### config.mk
export PLATFORM = sky130hd
export DESIGN_NAME = tdq_xorshift
export DESIGN_NICKNAME = d
export VERILOG_FILES = /design/src/tdq_pkg.sv /design/src/tdq_xorshift.sv
export SDC_FILE = /design/constraint.sdc
export NUM_CORES = 1
export LEC_CHECK = 0
export ABC_AREA = 1
export BUFFER_PORTS_ARGS = -buffer_cell sky130_fd_sc_hd__clkbuf_2
export CORE_MARGIN = 2
export CORE_UTILIZATION = 50
export CTS_CLUSTER_SIZE = 24
export DETAILED_ROUTE_END_ITERATION = 16
export PLACE_DENSITY = 0.79
export SLEW_MARGIN = 20
export SYNTH_ARGS = -nofsm -noshare
export SYNTH_HDL_FRONTEND = slang
export SYNTH_SLANG_ARGS = --single-unit
### constraint.sdc
create_clock -name clk -period 1.92 [get_ports clk]
set_clock_uncertainty 0.2 [all_clocks]
set_input_delay 0.384 -clock clk [delete_from_list [all_inputs] [get_ports clk]]
set_output_delay 0.384 -clock clk [all_outputs]
set_load 0.01 [all_outputs]
### src/tdq_pkg.sv
package tdq_pkg;

  // default sample format
  localparam int SAMPLE_WIDTH_DEF = 32;
  localparam int SAMPLE_FRAC_DEF  = 30;

  // configuration register indexes
  localparam int CFG_IDX_W = 2;
  localparam int CFG_DATA_W = 64;
  localparam logic [CFG_IDX_W-1:0] CFG_OUTPUT_DEPTH  = 2'd0;
  localparam logic [CFG_IDX_W-1:0] CFG_DITHER_ENABLE = 2'd1;
  localparam logic [CFG_IDX_W-1:0] CFG_DITHER_SEED   = 2'd2;

  // xorshift64* generator
  localparam int GEN_W = 64;
  localparam logic [GEN_W-1:0] GEN_MULT   = 64'd2685821657736338717;
  localparam logic [GEN_W-1:0] SEED_RESET = 64'h9e3779b97f4a7c15;
  localparam int XS_A = 12;
  localparam int XS_B = 25;
  localparam int XS_C = 27;
  localparam int KEEP_SHIFT = 11;

  // dither fraction and output code format
  localparam int FRAC_BITS = 53;
  localparam int LSB16 = 15;
  localparam int LSB24 = 23;
  localparam int PCM_W = 24;

  // load enables for the two multiplier stages
  typedef struct packed {
    logic ld_a;
    logic ld_b;
  } mul_ctrl_t;

  // one xorshift step
  function automatic logic [GEN_W-1:0] xs_step(input logic [GEN_W-1:0] x);
    logic [GEN_W-1:0] t;
    t = x ^ (x >> XS_A);
    t = t ^ (t << XS_B);
    t = t ^ (t >> XS_C);
    return t;
  endfunction

endpackage

### src/tdq_xorshift.sv
module tdq_xorshift import tdq_pkg::*; (
  input  logic             clk,
  input  logic             rst_n,
  input  logic             seed_we,
  input  logic [GEN_W-1:0] seed,
  input  logic             advance,
  output logic [GEN_W-1:0] x1,
  output logic [GEN_W-1:0] x2
);

  logic [GEN_W-1:0] state_r;

  // two chained steps per sample
  assign x1 = xs_step(state_r);
  assign x2 = xs_step(x1);

  // state: reload on seed write, advance twice per dithered sample
  always_ff @(posedge clk) begin
    if (!rst_n) begin
      state_r <= SEED_RESET | 64'd1;
    end else if (seed_we) begin
      state_r <= seed | 64'd1;
    end else if (advance) begin
      state_r <= x2;
    end
  end

endmodule

==> results of run 1 <==
==> metal layers <==
layer  GRT usage (%)  overflow
met1            75.7         0
met2            91.7         1
met3            61.0         0
met4            71.3         5
met5            19.4         0
==> cells by family after synthesis <==
kind of cell	share of synthesized area [%]
flops	16.1
simple gates	56.5
buf+inv	8.34
xor+xnor	10.8
compound gates	8.20
==> timing repair <==
action,4_1_cts
setup buffers,83
pin swaps,242
setup endpoints to repair,192
cloned,0
gates resized for setup,610
==> metrics by stage <==
stage,TNS (ps),std cells,utilization [%]
2_1_floorplan,-7340,1466,-
3_3_place_gp,-35670,2126,76.0
3_5_place_dp,-42520,2126,76.0
4_1_cts,-65510,2223,95.0
==> impl_metrics.ini, run 1 <==
[run_status]
status = aborted with a tool error
stop_stage = 5_1_grt
error = [ERROR GRT-0116] Global routing finished with congestion. Check the congestion regions in the DRC Viewer.

[yosys]
syn_inst = 1466
ys.flop_type = dfxtp_1
yosys.area.top_type_share_pct = 40.1
avgSynthCellArea_sq_um = 5.43
synth_edf_count = 0
yosys.area.top_type = nand2_1
synth_cell_type_count = 33
ys_async_sr_fraction_pct = 0
postSynthNetCount = 1534
synth_area_sq_mm = 0.00797
synth_commonest_cells = 851 x nand2_1, 108 x nand3_1, 88 x inv_1
synth_warnings = 0
ys_ff_latch = 64
ys_seq_area_share_pct = 16.1
yosysMostFrequentCell = nand2_1
yosys-top-cells-area = nand2_1 40%, dfxtp_1 16%, nand3_1 6.8%

[clock_tree]
htree_levels = 3
cts_sinks = 64
cts_buffers = 9
clockBufferDepth = 2
ctsHoldBuffers = 0
cts-root-buf = clkbuf_16

[placement]
placed_area_sq_mm = 0.0119
dp_slack_ps = -676
gp_congestion = 1.01
io_buffers = 194
dp_hpwl_um = 26900

[die]
die_y_um = 130
start_util_pct = 50.7
rows = 46
ios = 196
die_w_um = 130

[global_routing]
grtUsageTotal_pct = 74.9
grt_max_degree = 43
gr-total-overflow = 6
grt_pass1_vias = 16200
grt_pass1_wl_um = 95200
==> inputs of run 2 (changes only) <==
--- a/config.mk
+++ b/config.mk
@@ -8,10 +8,9 @@
 export ABC_AREA = 1
 export BUFFER_PORTS_ARGS = -buffer_cell sky130_fd_sc_hd__clkbuf_2
 export CORE_MARGIN = 2
-export CORE_UTILIZATION = 50
-export CTS_CLUSTER_SIZE = 24
+export CORE_UTILIZATION = 40
 export DETAILED_ROUTE_END_ITERATION = 16
-export PLACE_DENSITY = 0.79
+export PLACE_DENSITY_LB_ADDON = 0.15
 export SLEW_MARGIN = 20
 export SYNTH_ARGS = -nofsm -noshare
 export SYNTH_HDL_FRONTEND = slang
==> constraint.sdc (replaced) <==
create_clock -name clk -period 2.5 [get_ports clk]
set_clock_uncertainty 0.2 [all_clocks]
set_input_delay 0.5 -clock clk [delete_from_list [all_inputs] [get_ports clk]]
set_output_delay 0.5 -clock clk [all_outputs]
set_load 0.01 [all_outputs]
==> run 2 against run 1 <==
- the flow now finishes, with violations (negative setup slack)
- synthesized cell count unchanged
- area after synthesis unchanged
==> impl_metrics.ini, run 2 <==
[global_routing]
gr-total-overflow = 0
grt_pass1_vias = 11900
grt_pass1_wl_um = 58700
grt_max_degree = 45
antenna_found_initial = 3
grtUsageTotal_pct = 34.9

[detailed_routing]
drt_iter0_drc = 2165
wl_per_cell_um = 25.8
ant_nets = 0
drt_wl_total_um = 60700
num_vias = 15300
drtPass1Iterations = 9
drc_errors = 0
routed_via_density = 6.48

[clock_tree]
clockBufferDepth = 2
cts.clk_slew.worst_paths_ps = 70
cts-root-buf = clkbuf_16
cts_tree = yes
cts_sinks = 64
htree_levels = 3
clk_latency_ps = 400
ctsHoldBuffers = 0
cts_buffers = 9

[cells_and_area]
syn2layout_area_growth_pct = 119
largest_registers = state_r x64
regArea_sq_mm = 0.00147
final_area_sq_mm = 0.0175
final_common_cell = buf_4
largest_register_ffs = 64
drive_above_1_share_pct = 73.8
multi_input_area_sq_mm = 0.00980
regMostFlops = state_r
nets = 2152
layout_common_cells = 353 x buf_4, 350 x nand2_2, 328 x nand2_1, 235 x nand2_4, 146 x clkbuf_2
fillers = 746

[timing]
hold_slack_ps = 147
rsz0062_at_grt = true
drv_slew = 0
hold_viol_final = 0
post-route-period-util_pct = 132
max_slew.worst_pin.slew_ps = 734
layout_setup_ws_ps = -794
clock.fmax_ghz = 0.304
post-route-min-period_ps = 3290
setup_viol = 113
timing.slew.headroom_pct = 50.8

[setup_path]
critPathMaxStageDelay_ps = 380
reg2reg_from = state_r[33]$_SDFFE_PN0P_
arrival_ps = 2590
cp_max_fo = 5
reg2reg_to = state_r[7]$_SDFFE_PN0P_
cp_common_cell = nand2_2
cp.required_ps = 1800
start_kind = flip-flop
cpMaxStageDelayCell = dfxtp_4
setup.worst_path.class = reg -> out
worst-path-buf-inv = 3
reg2regPathDepth = 18
crit_start = state_r[34]$_SDFFE_PN0P_
path_delay_family = simple AND/OR/NAND/NOR gates
crit_path_end_kind = output pin
regToRegSetupSlack_ps = -720
crit_chain = inv_4 > nand2_1 > nand2_2 > nand2_2 > nand2_4 > buf_4 > xor2_4 > nand3_4 > nand2_4 > nand2_2 > and2_4 > buf_2

[die]
ios = 196
start_util_pct = 40.8
die_w_um = 145
core_area_sq_mm = 0.0195
rows = 51
dieArea_sq_mm = 0.0211
die_y_um = 145

[yosys]
ys_ff_latch = 64
yosys-top-cells-area = nand2_1 40%, dfxtp_1 16%, nand3_1 6.8%
synth_edf_count = 0
ys_seq_area_share_pct = 16.1
yosys.area.top_type = nand2_1
postSynthNetCount = 1534
synth_cell_type_count = 33
yosysMostFrequentCell = nand2_1
synth_warnings = 0
yosys.area.top_type_share_pct = 40.1
syn_inst = 1466
avgSynthCellArea_sq_um = 5.43
synth_area_sq_mm = 0.00797
ys_async_sr_fraction_pct = 0
ys.flop_type = dfxtp_1
synth_commonest_cells = 851 x nand2_1, 108 x nand3_1, 88 x inv_1

[run_status]
violations = negative setup slack
status = finished, violations left

[min_path]
whs_path_depth = 3
min_path_type = in -> reg
hold_end = state_r[58]$_SDFFE_PN1P_
hp-start = seed[58]

[run]
cap_viol_max_count = 0

[placement]
io_buffers = 194
dp_hpwl_um = 26100
gp_congestion = 0.946
placed_area_sq_mm = 0.0114
[run 2: how the worst max path moves through the flow]
stage,end,slack (ps),depth (start not counted)
floorplan,x2[30],60,12
global placement,x2[28],-170,15
detailed placement,x2[28],-200,14
CTS,x2[30],-360,13
global route,x2[20],-840,12
finish,x2[20],-790,12
[run 2: layout make-up]
class                      count  area share [%]
multi-input combinational   1246            56.1
clock buffer                  14            1.57
inverter                     115            2.94
sequential                    64            8.39
tap                          265            1.90
timing repair buffer         648            29.1
antenna                        1          0.0143
[run 2: tightest hold or removal path, stage by stage]
cell and delay [ps]:
clkbuf_2 70, a21oi_1 60, o211ai_1 80
[run 2: metal layers]
metal / part of all wire, % / GRT usage [%] / vias to the layer above
li1: - / - / 5816
met1: 30 / 42.4 / 6822
met2: 42 / 60.8 / 1776
met3: 15 / 5.31 / 836
met4: 13 / 15.8 / 2
met5: 0.11 / 0 / -
[run 2: metrics by stage]
step           std cells  TNS, ps  util (%)  worst slack (ps)
2_1_floorplan       1466        0         -              59.0
3_3_place_gp        2193    -3800      58.5              -167
3_5_place_dp        2193    -5650      58.5              -200
4_1_cts             2308   -17140      73.0              -364
5_1_grt             2352   -46590      89.4              -840
6_report            2353   -43000      89.4              -794
[run 2: kinds of logic (layout without fill, tap and decap cells)]
| family | Yosys count | after routing | synth area share, % |
|---|---|---|---|
| other | 0 | 1 | 0 |
| AND/OR/NAND/NOR | 1079 | 1079 | 56.5 |
| buffers and inverters | 156 | 777 | 8.34 |
| flip-flops | 64 | 64 | 16.1 |
| AO/OA/AOI/OAI | 95 | 95 | 8.20 |
| XOR/XNOR | 72 | 72 | 10.8 |
[run 2: timing repair]
action / in CTS / in global routing
gates resized for setup: 562 / 755
buffers inserted: 103 / 64
pin swaps: 213 / 286
setup endpoints to repair: 80 / 88
Power of run 2 is left out: the tool's default activity adds up to more than one toggle a clock period on the data nets, which glitch-free logic cannot reach.
