--- src/tdq_pkg.sv ---
package tdq_pkg;

  // default sample format
  localparam int SAMPLE_WIDTH_DEF = 32;
  localparam int SAMPLE_FRAC_DEF  = 30;

  // configuration register indexes
  localparam int CFG_IDX_W = 2;
  localparam int CFG_DATA_W = 64;
  localparam logic [CFG_IDX_W-1:0] CFG_OUTPUT_DEPTH  = 2'd0;
  localparam logic [CFG_IDX_W-1:0] CFG_DITHER_ENABLE = 2'd1;
  localparam logic [CFG_IDX_W-1:0] CFG_DITHER_SEED   = 2'd2;

  // xorshift64* generator
  localparam int GEN_W = 64;
  localparam logic [GEN_W-1:0] GEN_MULT   = 64'd2685821657736338717;
  localparam logic [GEN_W-1:0] SEED_RESET = 64'h9e3779b97f4a7c15;
  localparam int XS_A = 12;
  localparam int XS_B = 25;
  localparam int XS_C = 27;
  localparam int KEEP_SHIFT = 11;

  // dither fraction and output code format
  localparam int FRAC_BITS = 53;
  localparam int LSB16 = 15;
  localparam int LSB24 = 23;
  localparam int PCM_W = 24;

  // load enables for the two multiplier stages
  typedef struct packed {
    logic ld_a;
    logic ld_b;
  } mul_ctrl_t;

  // one xorshift step
  function automatic logic [GEN_W-1:0] xs_step(input logic [GEN_W-1:0] x);
    logic [GEN_W-1:0] t;
    t = x ^ (x >> XS_A);
    t = t ^ (t << XS_B);
    t = t ^ (t >> XS_C);
    return t;
  endfunction

endpackage

--- src/tdq_mul_hi53.sv ---
module tdq_mul_hi53 import tdq_pkg::*; (
  input  logic                       clk,
  input  mul_ctrl_t                  ctrl,
  input  logic [GEN_W-1:0]           x,
  output logic [GEN_W-KEEP_SHIFT-1:0] k
);

  localparam int HW = GEN_W / 2;
  localparam logic [HW-1:0] ML = GEN_MULT[HW-1:0];
  localparam logic [HW-1:0] MH = GEN_MULT[GEN_W-1:HW];

  logic [HW-1:0]    xl;
  logic [HW-1:0]    xh;
  logic [GEN_W-1:0] ll;
  logic [HW-1:0]    c1;
  logic [HW-1:0]    c2;
  logic [GEN_W-1:0] ll_r;
  logic [HW-1:0]    cr_r;
  logic [GEN_W-1:0] prod;
  logic [GEN_W-KEEP_SHIFT-1:0] k_r;

  // partial products: full low product, cross terms kept mod 2^32
  assign xl = x[HW-1:0];
  assign xh = x[GEN_W-1:HW];
  assign ll = GEN_W'(xl) * GEN_W'(ML);
  assign c1 = xh * ML;
  assign c2 = xl * MH;

  always_ff @(posedge clk) begin
    if (ctrl.ld_a) begin
      ll_r <= ll;
      cr_r <= c1 + c2;
    end
  end

  // combine and keep the top 53 bits of the low 64
  assign prod = ll_r + {cr_r, {HW{1'b0}}};

  always_ff @(posedge clk) begin
    if (ctrl.ld_b) begin
      k_r <= prod[GEN_W-1:KEEP_SHIFT];
    end
  end

  assign k = k_r;

endmodule

--- config.mk ---
export PLATFORM = sky130hd
export DESIGN_NAME = tdq_mul_hi53
export DESIGN_NICKNAME = d
export VERILOG_FILES = /design/src/tdq_pkg.sv /design/src/tdq_mul_hi53.sv
export SDC_FILE = /design/constraint.sdc
export NUM_CORES = 2
export LEC_CHECK = 0
export BUFFER_PORTS_ARGS = -buffer_cell sky130_fd_sc_hd__buf_2
export CORE_ASPECT_RATIO = 1.2
export CORE_MARGIN = 2
export CORE_UTILIZATION = 60
export DETAILED_ROUTE_END_ITERATION = 10
export GPL_TIMING_DRIVEN = 0
export PLACE_DENSITY = 0.83
export SETUP_SLACK_MARGIN = 0.05
export SLEW_MARGIN = 20
export SYNTH_ARGS = -nofsm -noshare
export SYNTH_HDL_FRONTEND = slang
export SYNTH_SLANG_ARGS = --single-unit
--- constraint.sdc ---
create_clock -name clk -period 8.55 [get_ports clk]
set_input_delay 2.565 -clock clk [delete_from_list [all_inputs] [get_ports clk]]
set_output_delay 2.565 -clock clk [all_outputs]
set_load 0.05 [all_outputs]
# Yosys cells after proc, flatten, opt, wreduce, memory -nomap -nowiden
# Cells that the tools add are included.
# Widths: inputs -> output; s select.
dict set report totals {
  rom_bits 0
  mem_count 0
  register_bits 148
  latch_bits 0
  elab_cells 8
  ramBits 0
  in_bits 67
  output_inout_bits 53
}
dict set report classes {
  div 0
  order_cmp 0
  reduce_logical 0
  bitwise_logic 0
  multipliers 3
  add_sub_neg 2
  mux 0
  shifts 0
  n_eq_ne 0
}
# op n
set ops {}
lappend ops {{$add 63x64->64} 1}
lappend ops {{$mul 32x31->63 const B} 1}
lappend ops {{$add 32x32->32} 1}
lappend ops {{$mul 32x30->32 const B} 1}
lappend ops {{$mul 32x31->32 const B} 1}

# Logic depth before layout (Yosys ltp)
dict set report logic_depth {
  depth_word 2
  ltp_mapped 28
}

# Least setup slack after synthesis
# Ideal clock, no wire load.
dict set report synth_path {
  path_type {input to register}
  from {in x[19]}
  to {reg ll_r[62], data pin}
  t_arrival_ps 8780
  setup_ps 264
  path_slack_ps -493
  stages 24
  required_ps 8286
  cell_sequence {inv_1 fa_1 inv_1 fa_1 inv_1 fa_1 fa_1 inv_1 fa_1 fa_1 fa_1 fa_1 ha_1 a21o_1 a21o_1 a21oi_1 nand3_1 nor2_1 a311oi_1 a21o_1 a21boi_1 a21oi_1 a211oi_1 xnor2_1}
}
dict set report synth_via {
  elab_chain_len 1
}
# element line
set synth_lines {}
lappend synth_lines {{from (decl)} tdq_mul_hi53.sv:4} ;# input logic [GEN_W-1:0] x,
lappend synth_lines {{$mul 32x31->63} tdq_mul_hi53.sv:25} ;# assign ll = GEN_W'(xl) * GEN_W'(ML);
lappend synth_lines {{via ll[62]} tdq_mul_hi53.sv:14} ;# logic [GEN_W-1:0] ll;
lappend synth_lines {{to (signal assigned)} tdq_mul_hi53.sv:31} ;# ll_r <= ll;
lappend synth_lines {{to (decl)} tdq_mul_hi53.sv:17} ;# logic [GEN_W-1:0] ll_r;
# The timed path passes the listed nets, and every way through them passes these cells.
# A chain may end at the register's enable or synchronous reset.

# Worst setup path in the final report
dict set report layout_path {
  from {in x[4]}
  to {reg ll_r[54], data pin}
}
# Same word-level chain as after synthesis.

==> results.json <==
{
  "dr.pass1.iters": 5,
  "cts.sinks": 137,
  "syn2layout_area_growth_pct": 15.1,
  "final.fill_count": 4289,
  "hold_ws_ns": 0.420,
  "seq_area_frac_synth_pct": 10.5,
  "syn-cell-area_um2": 39300,
  "rsz0062_at_grt": "yes",
  "ctsRootBufferMaster": "clkbuf_16",
  "ys_top_cells_by_area": "fa_1 44%, ha_1 23%, inv_1 12%",
  "worstPathRequired_ns": 8.76,
  "antenna_left": 0,
  "drc": 0,
  "timing.setup.tns_ns": -18.87,
  "core_um2": 64600,
  "fin_util_pct": 70.0,
  "rows": 102,
  "synth.distinct_cells": 67,
  "via_count": 27200,
  "dieArea_um2": 67500,
  "ioPinCount": 120,
  "yosysTopAreaCell": "fa_1",
  "path_clk_slew_ns": 0.07,
  "worst_slew_pin_slew_ns": 0.808,
  "hold_path_class": "reg2reg",
  "nets": 5542,
  "htreeDepth": 4,
  "wire_per_inst_um": 25.0,
  "gp_congestion": 1.02,
  "syn_area_per_cell_um2": 11.0,
  "setup_viol": 40,
  "clock_latency_ns": 0.47,
  "antenna_found_initial": 0,
  "ys_seq_elements": 137,
  "drive_above_1_share_pct": 16.5,
  "final-hold-violation-count": 0,
  "die_w_um": 238,
  "grt_pass1_wl_um": 174000,
  "slew_headroom_pct": 45.7,
  "overflow": 0,
  "worstPathMaxFanout": 16,
  "grt_max_degree": 60,
  "drtIter0Drc": 2100,
  "violations": "setup timing",
  "yosys_warnings": 0,
  "post-route-min-period_ns": 9.45,
  "start_util_pct": 60.8,
  "worst_slack_ns": -0.898,
  "skew_ns": 0.0136,
  "cts.path.max_buffers": 2,
  "netlist_instances": 3583,
  "pre_cts_ws_ns": -2.47,
  "cap_violations": 0,
  "synthArstFlopShare_pct": 0,
  "finalWirelength_um": 119000,
  "first_global_vias": 29900,
  "viasPerCell": 5.74,
  "synth_ff_type": "edfxtp_1",
  "cts_tree": "done",
  "die_height_um": 284,
  "yosysTopAreaCellShare_pct": 43.9,
  "fmax_ghz": 0.106,
  "fin_crit_sh_pct": 111,
  "syn-num-nets": 5234,
  "path_class": "in2reg",
  "cp.arrival_ns": 9.66,
  "grt.total_usage_pct": 35.5,
  "slew_violations": 0,
  "cp-end-kind": "register",
  "cts_made_buffers": 17,
  "holdBufCountCts": 0,
  "startpoint_type": "input port",
  "n_antenna_cell": 0,
  "status": "complete, but fails checks",
  "dp_hpwl_um": 92100,
  "synth_edf_count": 137,
  "numPortBuffers": 119
}
==> logic make-up after synthesis <==
| logic type | share of synthesized area (%) |
|---|---|
| fa+ha+maj | 66.9 |
| buf+inv | 11.6 |
| compound gates | 4.64 |
| simple gates | 2.61 |
| xor+xnor | 3.73 |
| flops | 10.5 |
==> cell usage after synthesis (23+ instances only) <==
cell type / n
nand3_1: 23
a21oi_1: 86
fa_1: 860
xnor2_1: 129
a21o_1: 45
ha_1: 724
inv_1: 1211
edfxtp_1: 137
xor2_1: 38
nand2_1: 42
nor2_1: 68
o21ai_0: 32
==> worst paths after layout <==
check / cells after the start / startpoint / to / slack (ns)
min: 0 / ll_r[26] / k[15] / 0.42
max: 27 / x[4] / ll_r[54] / -0.90
min reg2reg: 0 / ll_r[26] / k[15] / 0.42
max reg2reg: 14 / ll_r[32] / k[51] / 4.98
==> metrics by stage <==
stage               cells  instance area [um2]
floorplan            3583                39600
global placement     4534                41200
detailed placement   4535                41200
CTS                  4681                44200
global route         4736                45200
finish               4736                45200
==> worst max-delay path, stage by stage <==
cell and delay, ns:
buf_12 0.14, fa_2 0.41, inv_1 0.29, fa_2 0.52, fa_1 0.49, inv_1 0.05
ha_2 0.18, fa_1 0.58, ha_4 0.24, fa_1 0.60, fa_1 0.65, ha_4 0.23
nor3_4 0.06, o21ai_1 0.43, o311a_4 0.41, a21o_1 0.23, nand2_1 0.20, a311oi_4 0.29
buf_12 0.17, a21o_4 0.16, buf_4 0.12, buf_6 0.08, buf_6 0.10, nand3_4 0.09
nand2_4 0.13, a21oi_4 0.06, xnor2_2 0.13
==> sequential cells by signal, summed over array words and instances, names as in the netlist <==
name	count
cr_r	32
ll_r	52
k	53
==> layout by cell type, fill, tap and decap left out, types with 5 or more instances in the layout <==
cell type | synthesis | layout
inv_1 | 1211 | 1141
fa_1 | 860 | 781
ha_1 | 724 | 668
buf_4 | 1 | 156
edfxtp_1 | 137 | 137
xnor2_1 | 129 | 121
fa_2 | 0 | 79
buf_2 | 0 | 68
a21oi_1 | 86 | 59
nor2_1 | 68 | 58
inv_2 | 1 | 57
ha_4 | 0 | 47
a21o_1 | 45 | 44
nand2_1 | 42 | 40
xor2_1 | 38 | 35
buf_6 | 0 | 28
o21ai_0 | 32 | 24
a21oi_2 | 3 | 21
o21a_1 | 19 | 19
nand3_1 | 23 | 18
buf_12 | 0 | 18
clkbuf_16 | 0 | 17
buf_16 | 0 | 17
nand2b_1 | 17 | 16
o21ai_1 | 14 | 16
clkinvlp_4 | 0 | 14
nor3_1 | 17 | 11
and3_1 | 11 | 10
o21bai_1 | 10 | 10
a21oi_4 | 0 | 9
ha_2 | 0 | 9
nor2_2 | 0 | 8
nand4_1 | 7 | 7
xnor2_2 | 0 | 6
nor2b_1 | 6 | 6
inv_6 | 0 | 6
a31oi_1 | 9 | 5
o21ai_2 | 0 | 5
==> per-layer routing <==
metal  vias to the layer above  track usage [%]  share of wire [%]
met5                         -                0                  0
met4                         0             25.3                9.7
met3                       572             7.09                8.6
met2                      1510             58.9                 47
met1                     13600             41.3                 34
li1                      11500                -                  -
==> area by class of cell <==
type	instances	area (um2)	share of cell area, %
tap	832	1040	2.30
timing repair buffer	289	2690	5.94
buffer	1	7.51	0.0166
clock inverter	14	183	0.404
sequential	137	4110	9.10
clock buffer	18	429	0.950
multi-input combinational	2233	32100	71.1
inverter	1212	4600	10.2
==> repair_timing <==
action / in CTS / in global routing
resized for setup: 354 / 134
buffers inserted: 114 / 55
endpoints found under the setup margin: 53 / 45
pin swaps: 170 / 128
Power is left out: the tool's default activity adds up to more than one toggle a clock period on the data nets, which glitch-free logic cannot reach.
