**src/tdq_pkg.sv**
```systemverilog
package tdq_pkg;

  // default sample format
  localparam int SAMPLE_WIDTH_DEF = 32;
  localparam int SAMPLE_FRAC_DEF  = 30;

  // configuration register indexes
  localparam int CFG_IDX_W = 2;
  localparam int CFG_DATA_W = 64;
  localparam logic [CFG_IDX_W-1:0] CFG_OUTPUT_DEPTH  = 2'd0;
  localparam logic [CFG_IDX_W-1:0] CFG_DITHER_ENABLE = 2'd1;
  localparam logic [CFG_IDX_W-1:0] CFG_DITHER_SEED   = 2'd2;

  // xorshift64* generator
  localparam int GEN_W = 64;
  localparam logic [GEN_W-1:0] GEN_MULT   = 64'd2685821657736338717;
  localparam logic [GEN_W-1:0] SEED_RESET = 64'h9e3779b97f4a7c15;
  localparam int XS_A = 12;
  localparam int XS_B = 25;
  localparam int XS_C = 27;
  localparam int KEEP_SHIFT = 11;

  // dither fraction and output code format
  localparam int FRAC_BITS = 53;
  localparam int LSB16 = 15;
  localparam int LSB24 = 23;
  localparam int PCM_W = 24;

  // load enables for the two multiplier stages
  typedef struct packed {
    logic ld_a;
    logic ld_b;
  } mul_ctrl_t;

  // one xorshift step
  function automatic logic [GEN_W-1:0] xs_step(input logic [GEN_W-1:0] x);
    logic [GEN_W-1:0] t;
    t = x ^ (x >> XS_A);
    t = t ^ (t << XS_B);
    t = t ^ (t >> XS_C);
    return t;
  endfunction

endpackage

```
**src/tdq_quant.sv**
```systemverilog
module tdq_quant import tdq_pkg::*; #(
  parameter int SAMPLE_WIDTH = SAMPLE_WIDTH_DEF,
  parameter int SAMPLE_FRAC  = SAMPLE_FRAC_DEF
) (
  input  logic signed [SAMPLE_WIDTH-1:0]   sample,
  input  logic [GEN_W-KEEP_SHIFT-1:0]      k1,
  input  logic [GEN_W-KEEP_SHIFT-1:0]      k2,
  input  logic                             depth24,
  input  logic                             dither_en,
  output logic signed [PCM_W-1:0]          pcm
);

  localparam int SH16 = FRAC_BITS + LSB16 - SAMPLE_FRAC;
  localparam int SH24 = FRAC_BITS + LSB24 - SAMPLE_FRAC;
  localparam int TW   = SAMPLE_WIDTH + SH24 + 2;
  localparam int QW   = TW - FRAC_BITS;

  logic signed [TW-1:0] s_ext;
  logic signed [TW-1:0] v;
  logic signed [TW-1:0] dk;
  logic signed [TW-1:0] total;
  logic signed [QW-1:0] q;
  logic signed [QW-1:0] hi;
  logic signed [QW-1:0] lo;
  logic signed [QW-1:0] qc;

  // sample scaled to units of 2^-53 of an output lsb
  assign s_ext = TW'(sample);
  assign v = depth24 ? (s_ext <<< SH24) : (s_ext <<< SH16);

  // triangular dither from the two uniforms
  assign dk = dither_en ? (TW'(k1) - TW'(k2)) : '0;

  // add half an lsb and floor
  assign total = v + (TW'(1) <<< (FRAC_BITS - 1)) + dk;
  assign q = total[TW-1:FRAC_BITS];

  // saturation to the two's-complement range of the selected depth
  assign hi = depth24 ? QW'((2 ** LSB24) - 1) : QW'((2 ** LSB16) - 1);
  assign lo = ~hi;
  assign qc = (q > hi) ? hi : ((q < lo) ? lo : q);
  assign pcm = qc[PCM_W-1:0];

endmodule

```
**config.mk**
```make
export PLATFORM = sky130hd
export DESIGN_NAME = tdq_quant
export DESIGN_NICKNAME = d
export VERILOG_FILES = /design/src/tdq_pkg.sv /design/src/tdq_quant.sv
export SDC_FILE = /design/constraint.sdc
export NUM_CORES = 1
export LEC_CHECK = 0
export BUFFER_PORTS_ARGS = -buffer_cell sky130_fd_sc_hd__buf_4
export CAP_MARGIN = 0
export CORE_MARGIN = 4
export CORE_UTILIZATION = 60
export DETAILED_ROUTE_END_ITERATION = 10
export PLACE_DENSITY = 0.88
export SLEW_MARGIN = 20
export SYNTH_ARGS = -nofsm -noshare
export SYNTH_HDL_FRONTEND = slang
export SYNTH_SLANG_ARGS = --single-unit
```
**constraint.sdc**
```tcl
create_clock -name vclk -period 22.9
set_clock_uncertainty 0.2 [all_clocks]
set_input_delay 0 -clock vclk [all_inputs]
set_output_delay 0 -clock vclk [all_outputs]
set_load 0.005 [all_outputs]
```
==> Word-level counts from Yosys, hierarchy flattened <==
Cells that the tools add are included.
{ "totals": {"register_bits": 0, "in_bits": 140, "output_inout_bits": 24, "word_cells": 11} }
{ "op_classes": {"n_addsub": 3, "order_cmp": 2, "n_mux": 5, "bitwise_logic": 1} }
{ "ops": {"columns": ["cell", "count"], "rows": [
  ["$add 79x80->80", 1],
  ["$mux 80", 1],
  ["$add 78x54->79 const B", 1],
  ["$mux 77", 1],
  ["$sub 53x53->54", 1],
  ["$mux 24", 2],
  ["$gt 27x24->1", 1],
  ["$lt 27x27->1", 1],
  ["$not 23->27", 1],
  ["$mux 23", 1]
]} }

==> Logic depth before layout (Yosys ltp) <==
Gate-level depths: netlist (run 1).
{ "logic_depth": {"word_depth": 6, "ltp_mapped": 44} }

==> Worst setup path before layout (run 1) <==
Ideal clock, no wire load.
{ "synth_timing": {"kind": "input to output", "from": "in k2[34]", "to": "out pcm[20]", "t_arrival_ns": 7.556, "slack_ns": 15.144, "stages": 34, "path_cell_list": "inv_1 -> ha_1 -> a21o_1 -> a21o_2 -> a2111oi_0 -> o211ai_1 -> a221o_1 -> a21o_1 -> a21oi_1 -> o31a_1 -> o21ai_0 -> o21ai_0 -> nand3b_1 -> inv_1 -> ha_1 -> ha_1 -> buf_6 -> nand4_1 -> a21o_1 -> or2_2 -> o32a_2 -> o211a_1 -> o311a_1 -> xnor2_1 -> ha_1 -> and4_1 -> o2111ai_1 -> or3_1 -> o221ai_1 -> o21ai_0 -> nor4_2 -> a31o_2 -> nand2_2 -> o32ai_1"} }
{ "synth_via": {"elab_chain_cells": 6} }
{ "synth_lines": {"columns": ["item", "line", "text"], "rows": [
  ["start: declaration", "tdq_quant.sv:7", "input logic [GEN_W-KEEP_SHIFT-1:0] k2,"],
  ["$sub 53x53->54 (*)", "tdq_quant.sv:32", "assign dk = dither_en ? (TW'(k1) - TW'(k2)) : '0;"],
  ["$mux 80 (*)", "tdq_quant.sv:32", null],
  ["$add 79x80->80 (*)", "tdq_quant.sv:35", "assign total = v + (TW'(1) <<< (FRAC_BITS - 1)) + dk;"],
  ["$lt 27x27->1", "tdq_quant.sv:41", "assign qc = (q > hi) ? hi : ((q < lo) ? lo : q);"],
  ["$mux 24", "tdq_quant.sv:41", null],
  ["$mux 24 (*)", "tdq_quant.sv:41", null],
  ["end: declaration", "tdq_quant.sv:10", "output logic signed [PCM_W-1:0] pcm"]
]} }
Mark *: on every way between the ends. The rest lies on a longest branch, timed or not.

==> Worst setup path after layout (run 1) <==
{ "layout_timing": {"from": "in k1[22]", "to": "out pcm[18]"} }
{ "layout_via": {"elab_chain_cells": 6} }
{ "layout_lines": {"columns": ["item", "line", "text"], "rows": [
  ["start: declaration", "tdq_quant.sv:6", "input logic [GEN_W-KEEP_SHIFT-1:0] k1,"],
  ["$sub 53x53->54 (*)", "tdq_quant.sv:32", null],
  ["$mux 80 (*)", "tdq_quant.sv:32", null],
  ["$add 79x80->80 (*)", "tdq_quant.sv:35", null],
  ["$lt 27x27->1", "tdq_quant.sv:41", null],
  ["$mux 24", "tdq_quant.sv:41", null],
  ["$mux 24 (*)", "tdq_quant.sv:41", null]
]} }
Marked as above.

==> metrics.md, run 1 <==
| Metric | Value |
|---|---|
| Top cells by area, synth | `ha_1 30%, a21oi_1 6.1%, a21o_1 5.7%` |
| Die width | `110 µm` |
| Min-Delay Endpoint | `pcm[17]` |
| Slew @ Worst Pin | `0.846 ns` |
| Worst hold margin | `0.486 ns` |
| Hold Path Depth | `3` |
| Initial core utilization | `62.6%` |
| Synthesized area | `6230 µm²` |
| Port bufs | `164` |
| Yosys cell types | `83` |
| Critical path's largest stage delay | `0.73 ns` |
| Synth Area per Inst | `7.10 µm²` |
| Dpl hpwl | `16.1 mm` |
| Initial DRC Count | `533` |
| Unrepaired setup endpoints after global routing | `no` |
| Final Cell Area | `7510 µm²` |
| Crit-path slowest cell | `or4b_2` |
| Die area | `12,100 µm²` |
| Core Region | `9950 µm²` |
| Sequential Area | `0 µm²` |
| Pwr/cell area | `40.8 nW/µm²` |
| Hold Path Class | `input pin to output port` |
| GPL Wtd Cong | `0.953` |
| Setup-failing EPs final | `0` |
| DRC viols | `0` |
| Top cell by count, worst path | `o21ai_0` |
| Relative slew margins | `43.6%` |
| Worst hold start | `depth24` |
| Filler Cells Inserted | `816` |
| Most frequent cells in the layout | `164 x buf_4, 149 x ha_1, 89 x nand2_1` |
| Seq cells | `0` |
| Synth top area share | `29.9%` |
| CTS Hold Bufs | `0` |
| Global-route wire length before repair | `29.7 mm` |
| I/O pins | `164` |
| Achievable Freq | `103 MHz` |
| Die H | `110 µm` |
| Critical Path RT | `22.70 ns` |
| # clk buffers | `0` |
| Met2 global-route usage | `49.1%` |
| Fin crit share | `42.5%` |
| Syn nets | `1,167` |
| WL final | `18.6 mm` |
| Worst Setup Path Type | `input pin to output port` |
| Commonest non-fill, non-tap cell in the layout | `buf_4` |
| Met1 GRT Util | `41.4%` |
| Post-CTS resize count | `0` |
| Setup_tns | `0 ns` |
| Layout cells sized above 1 | `21.5%` |
| Arrival @ worst endpoint | `9.53 ns` |
| Synth Instances | `878` |
| Gr ovfl total | `0` |
| Crit end category | `output port` |
| DR WL/cell | `16.1 µm` |
| Met3 usage | `2.11%` |
| GRT Max-Usage Layer | `met2` |
| Crit path max fanout | `25` |
| DR vias | `7,093` |
| Fin crit period | `9.73 ns` |
| Gr usage total | `29.3%` |
| Outcome | `complete, no violations` |
| Initial antenna violation count | `0` |
| Largest net degree at the start of global routing | `57` |
| Via density | `6.15` |
| Final Max Slew Viols | `0` |
| Max-cap viol count | `0` |
| Dpl cell area | `7500 µm²` |
| VDD IR max | `0.0247 mV` |
| Area grow syn2layout | `20.4%` |
| ANT nets after route | `0` |
| Row cnt | `36` |
| ANT cells | `0` |
| Final Hold Fails | `0` |
| Post-CTS setup buffers | `0` |
| Post-synth top area cell | `ha_1` |
| Warnings, synthesis | `0` |
| Final net count | `1,312` |
| Share of the yosys chip area belonging to registers | `0%` |
| Leak | `4.07 nW` |
| Worst setup SP type | `input pin` |
| Vias in the first global route | `6,502` |
| Pre-antenna DRT Iters | `5` |
[layer usage]
metal | share of wire [%] | up-vias | wire, µm
met5 | 0 | - | 0
met4 | 1.1 | 0 | 212
met3 | 9.1 | 24 | 1690
met2 | 44 | 344 | 8120
met1 | 46 | 3188 | 8540
li1 | - | 3537 | -
[cell usage after synthesis, types with 5 or more instances]
| cell | count |
|---|---|
| o221ai_1 | 5 |
| nand3_1 | 22 |
| a211oi_1 | 8 |
| xor2_1 | 12 |
| nor2b_1 | 18 |
| or2_2 | 6 |
| mux2_2 | 22 |
| inv_1 | 79 |
| xnor2_1 | 22 |
| a31oi_1 | 8 |
| nand2_1 | 89 |
| o21bai_1 | 14 |
| nand4_1 | 21 |
| and3_1 | 10 |
| clkbuf_1 | 11 |
| nor2_1 | 59 |
| o21ai_0 | 51 |
| nor3_1 | 20 |
| o21a_1 | 12 |
| and2_1 | 8 |
| a21oi_1 | 76 |
| ha_1 | 149 |
| a21o_1 | 47 |
[layout make-up]
cell class,instances,area (µm²),area share (%)
inverter,79,297,3.95
multi-input combinational,778,5810,77.4
tap,133,166,2.22
timing repair buffer,164,1230,16.4
[worst max path at each step]
stage	start	to	slack, ns
6_report	k1[22]	pcm[18]	13.17
3_5_place_dp	k1[11]	pcm[18]	13.38
2_1_floorplan	k2[34]	pcm[20]	15.14
5_1_grt	k1[11]	pcm[18]	12.37
4_1_cts	k1[11]	pcm[18]	13.32
3_3_place_gp	k1[11]	pcm[22]	13.67
[critical path, delay by kind of cell]
kind / cells / cell delay [ns]
AND/OR/NAND/NOR: 5 / 1.24
buffers and inverters: 3 / 0.91
AO/OA/AOI/OAI: 22 / 5.55
adder cells (fa/ha/maj): 4 / 1.45
XOR/XNOR: 1 / 0.36
[report_power, final]
group | switching [mW] | leakage (nW) | internal [mW]
logic | 0.174 | 4.07 | 0.132
registers | 0 | 0 | 0
clock network | 0 | 0 | 0
[per-stage QoR]
stage | setup slack (ns) | cells | util, % | total power [mW]
floorplan | 15.14 | 878 | - | 0.204
global placement | 13.67 | 1154 | 75.4 | 0.292
detailed placement | 13.38 | 1154 | 75.4 | 0.298
CTS | 13.32 | 1154 | 75.4 | 0.300
global route | 12.37 | 1154 | 75.4 | 0.338
finish | 13.17 | 1154 | 75.4 | 0.306
[kinds of logic (layout without fill, tap and decap cells)]
family	Yosys count	in the layout	synth area share [%]
mux	26	26	4.62
compound gates	284	284	31.0
buf+inv	100	243	6.80
fa+ha+maj	149	149	29.9
simple gates	285	285	22.9
xor+xnor	34	34	4.78
Power figures use the tool's default switching activity.
==> inputs of run 2 (changes only) <==
Settings changed: ABC_AREA from default to 1, CORE_UTILIZATION 60 to 58, PLACE_DENSITY 0.88 to 0.85.
Clock period 22.9 ns to 9.7 ns, I/O delays scaled along.
==> run 2 against run 1 <==
Design area increased by 6.6%. Critical path type unchanged. Sequential share of layout area is the same. Clock-buffer cell count stayed put. Routed wire length increased by 10%. Non-clock buffer count grew 1.
==> metrics.md, run 2 <==
| Metric | Value |
|---|---|
| Gr ovfl total | `0 (unchanged)` |
| Final Core Density | `72.5% (-2.9 points)` |
| Top cell by count, worst path | `nand2_1` |
| Global-route wire length before repair | `33.9 mm (+14%)` |
| Commonest non-fill, non-tap cell in the layout | `nand2_1` |
| Initial core utilization | `60.3% (-2.4 points)` |
| VDD IR max | `0.123 mV (+400%)` |
| Switching pwr | `455 µW (+160%)` |
| Crit path max fanout | `23 (-8.0%)` |
| P_int | `299 µW (+130%)` |
| Warnings, synthesis | `0 (unchanged)` |
| Most frequent cells in the layout | `305 x nand2_1, 213 x inv_1, 165 x buf_4` |
| Slew @ Worst Pin | `1.05 ns (+0.200 ns)` |
| Dpl hpwl | `18.2 mm (+13%)` |
| Synth top area share | `28.0% (-1.9 points)` |
| Unrepaired setup endpoints after global routing | `no` |
| Die area | `13,200 µm² (+9.6%)` |
| Combinational Power Share | `100.0% (about the same)` |
| Setup_tns | `0 ns (unchanged)` |
| WL final | `20.5 mm (+10%)` |
| Crit end category | `output port` |
| Post-synth top area cell | `ha_1` |
| Relative slew margins | `30.2% (-13 points)` |
| Post-CTS setup buffers | `0 (unchanged)` |
| Syn nets | `1,488 (+28%)` |
| Final Hold Fails | `0 (unchanged)` |
| Seq cells | `0 (unchanged)` |
| Sequential Area | `0 µm² (unchanged)` |
| Met2 global-route usage | `48.5% (-0.60 points)` |
| DR vias | `8,314 (+17%)` |
| Switch share | `60.3% (+3.5 points)` |
| Critical path's largest stage delay | `0.50 ns (-0.23 ns)` |
| Fin crit share | `68.4%` |
| Top cells by count, synth | `305 x nand2_1, 213 x inv_1, 149 x ha_1, 129 x a21oi_1, 124 x nor2_1` |
| Met3 usage | `2.74% (+0.62 points)` |
| Synthesized area | `6650 µm² (+6.6%)` |
| Worst setup SP type | `input pin` |
| Final worst slack | `3.06 ns (-10.11 ns)` |
| CTS Hold Bufs | `0 (unchanged)` |
| Max-cap viol count | `0 (unchanged)` |
| Initial DRC Count | `688 (+29%)` |
| Synth Instances | `1,199 (+37%)` |
| Synth Area per Inst | `5.54 µm² (-22%)` |
| Crit-path slowest cell | `or4_1` |
| Die width | `115 µm (+4.7%)` |
| Outcome | `complete, no violations` |
| Port bufs | `164 (unchanged)` |
| Leak | `4.80 nW (+18%)` |
| Most frequent cell after synthesis | `nand2_1` |
| Via density | `5.57 (-9.4%)` |
| Vias in the first global route | `7,497 (+15%)` |
| GPL Wtd Cong | `1.03 (+7.7%)` |
| Pre-CTS setup slack | `3.16 ns (-10.21 ns)` |
| Layout cells sized above 1 | `14.0% (-7.6 points)` |
| Seq pwr share | `0% (unchanged)` |
| Hold Path Class | `input pin to output port` |
| # clk buffers | `0 (unchanged)` |
| DR WL/cell | `13.7 µm (-15%)` |
| Final Max Slew Viols | `0 (unchanged)` |
| Largest net degree at the start of global routing | `57 (unchanged)` |
| Setup-failing EPs final | `0 (unchanged)` |
| Post-CTS resize count | `0 (unchanged)` |
| Die H | `115 µm (+4.7%)` |
| Worst Setup Path Type | `input pin to output port` |
| Core Region | `11,000 µm² (+11%)` |
| Share of the yosys chip area belonging to registers | `0% (unchanged)` |
| Achievable Freq | `151 MHz` |
| Final net count | `1,644 (+25%)` |
| ANT cells | `0 (unchanged)` |
| Fin crit period | `6.64 ns` |
| Row cnt | `38 (+5.6%)` |
| Critical Path RT | `9.50 ns (-13.20 ns)` |
| Worst hold margin | `0.527 ns (+0.0413 ns)` |
| Filler Cells Inserted | `1,054 (+29%)` |
| Pwr/cell area | `94.2 nW/µm² (+130%)` |
| Pre-antenna DRT Iters | `5 (unchanged)` |
| DRC viols | `0 (unchanged)` |
| Met1 GRT Util | `44.9% (+3.4 points)` |
| Initial antenna violation count | `0 (unchanged)` |
| Gr usage total | `30.1% (+0.86 points)` |
| Clock group share of total power | `0% (unchanged)` |
| Top cells by area, synth | `ha_1 28%, nand2_1 17%, inv_1 12%` |
| Yosys cell types | `44 (-47%)` |
| ANT nets after route | `0 (unchanged)` |
| I/O pins | `164 (unchanged)` |
| GRT Max-Usage Layer | `met2` |
| Area grow syn2layout | `20.4% (about the same)` |
| Arrival @ worst endpoint | `6.44 ns (-3.09 ns)` |
## run 2: changes by cell type after synthesis, sizes merged, moves of 12 or more
| cell | change |
|---|---|
| a21o | -39 |
| a21oi | +54 |
| a31oi | +22 |
| and3 | -12 |
| inv | +138 |
| mux2 | -22 |
| nand2 | +221 |
| nand3 | +14 |
| nor2 | +67 |
| nor2b | -18 |
| o21ai | +27 |
| xnor2 | -17 |
## run 2: cell type report
type	count	area [µm²]	share of cell area (%)
Inverter	217	815	10.2
Multi-Input combinational cell	971	5770	72.2
Tap cell	140	175	2.19
Timing Repair Buffer	165	1240	15.5
## run 2: stage by stage
step                std cells  cell area (µm²)  total power [mW]
finish                   1493             8000             0.753
global route             1493             8000             0.848
CTS                      1493             8000             0.739
detailed placement       1493             8000             0.734
global placement         1493             8000             0.720
floorplan                1199             6650             0.494
## run 2: final timing paths
kind      end  depth (start not counted)  slack [ns]  startpoint
min   pcm[23]                          6        0.53  sample[31]
max   pcm[19]                         36        3.06      k1[31]
## run 2: power groups by stage
stage | clock (mW) | combinational, mW | sequential [mW]
after floorplan | 0 | 0.494 | 0
after global placement | 0 | 0.720 | 0
after detailed placement | 0 | 0.734 | 0
after CTS | 0 | 0.739 | 0
after global routing | 0 | 0.848 | 0
final | 0 | 0.753 | 0
## run 2: worst max-delay path: cells and delay by family
family / cells / cell delay [ns]
AND/OR/NAND/NOR: 18 / 2.33
buffers and inverters: 4 / 0.38
adder cells (fa/ha/maj): 4 / 1.34
XOR/XNOR: 2 / 0.63
AO/OA/AOI/OAI: 8 / 1.76
## run 2: cells by family after synthesis
kind of cell / synth area share (%)
compound gates: 24.6
simple gates: 31.6
xor+xnor: 2.47
fa+ha+maj: 28.0
buf+inv: 13.2
## run 2: routing by layer
metal | wire (µm) | up-vias
li1 | - | 4325
met1 | 9760 | 3609
met2 | 8570 | 353
met3 | 1890 | 27
met4 | 289 | 0
met5 | 0 | -
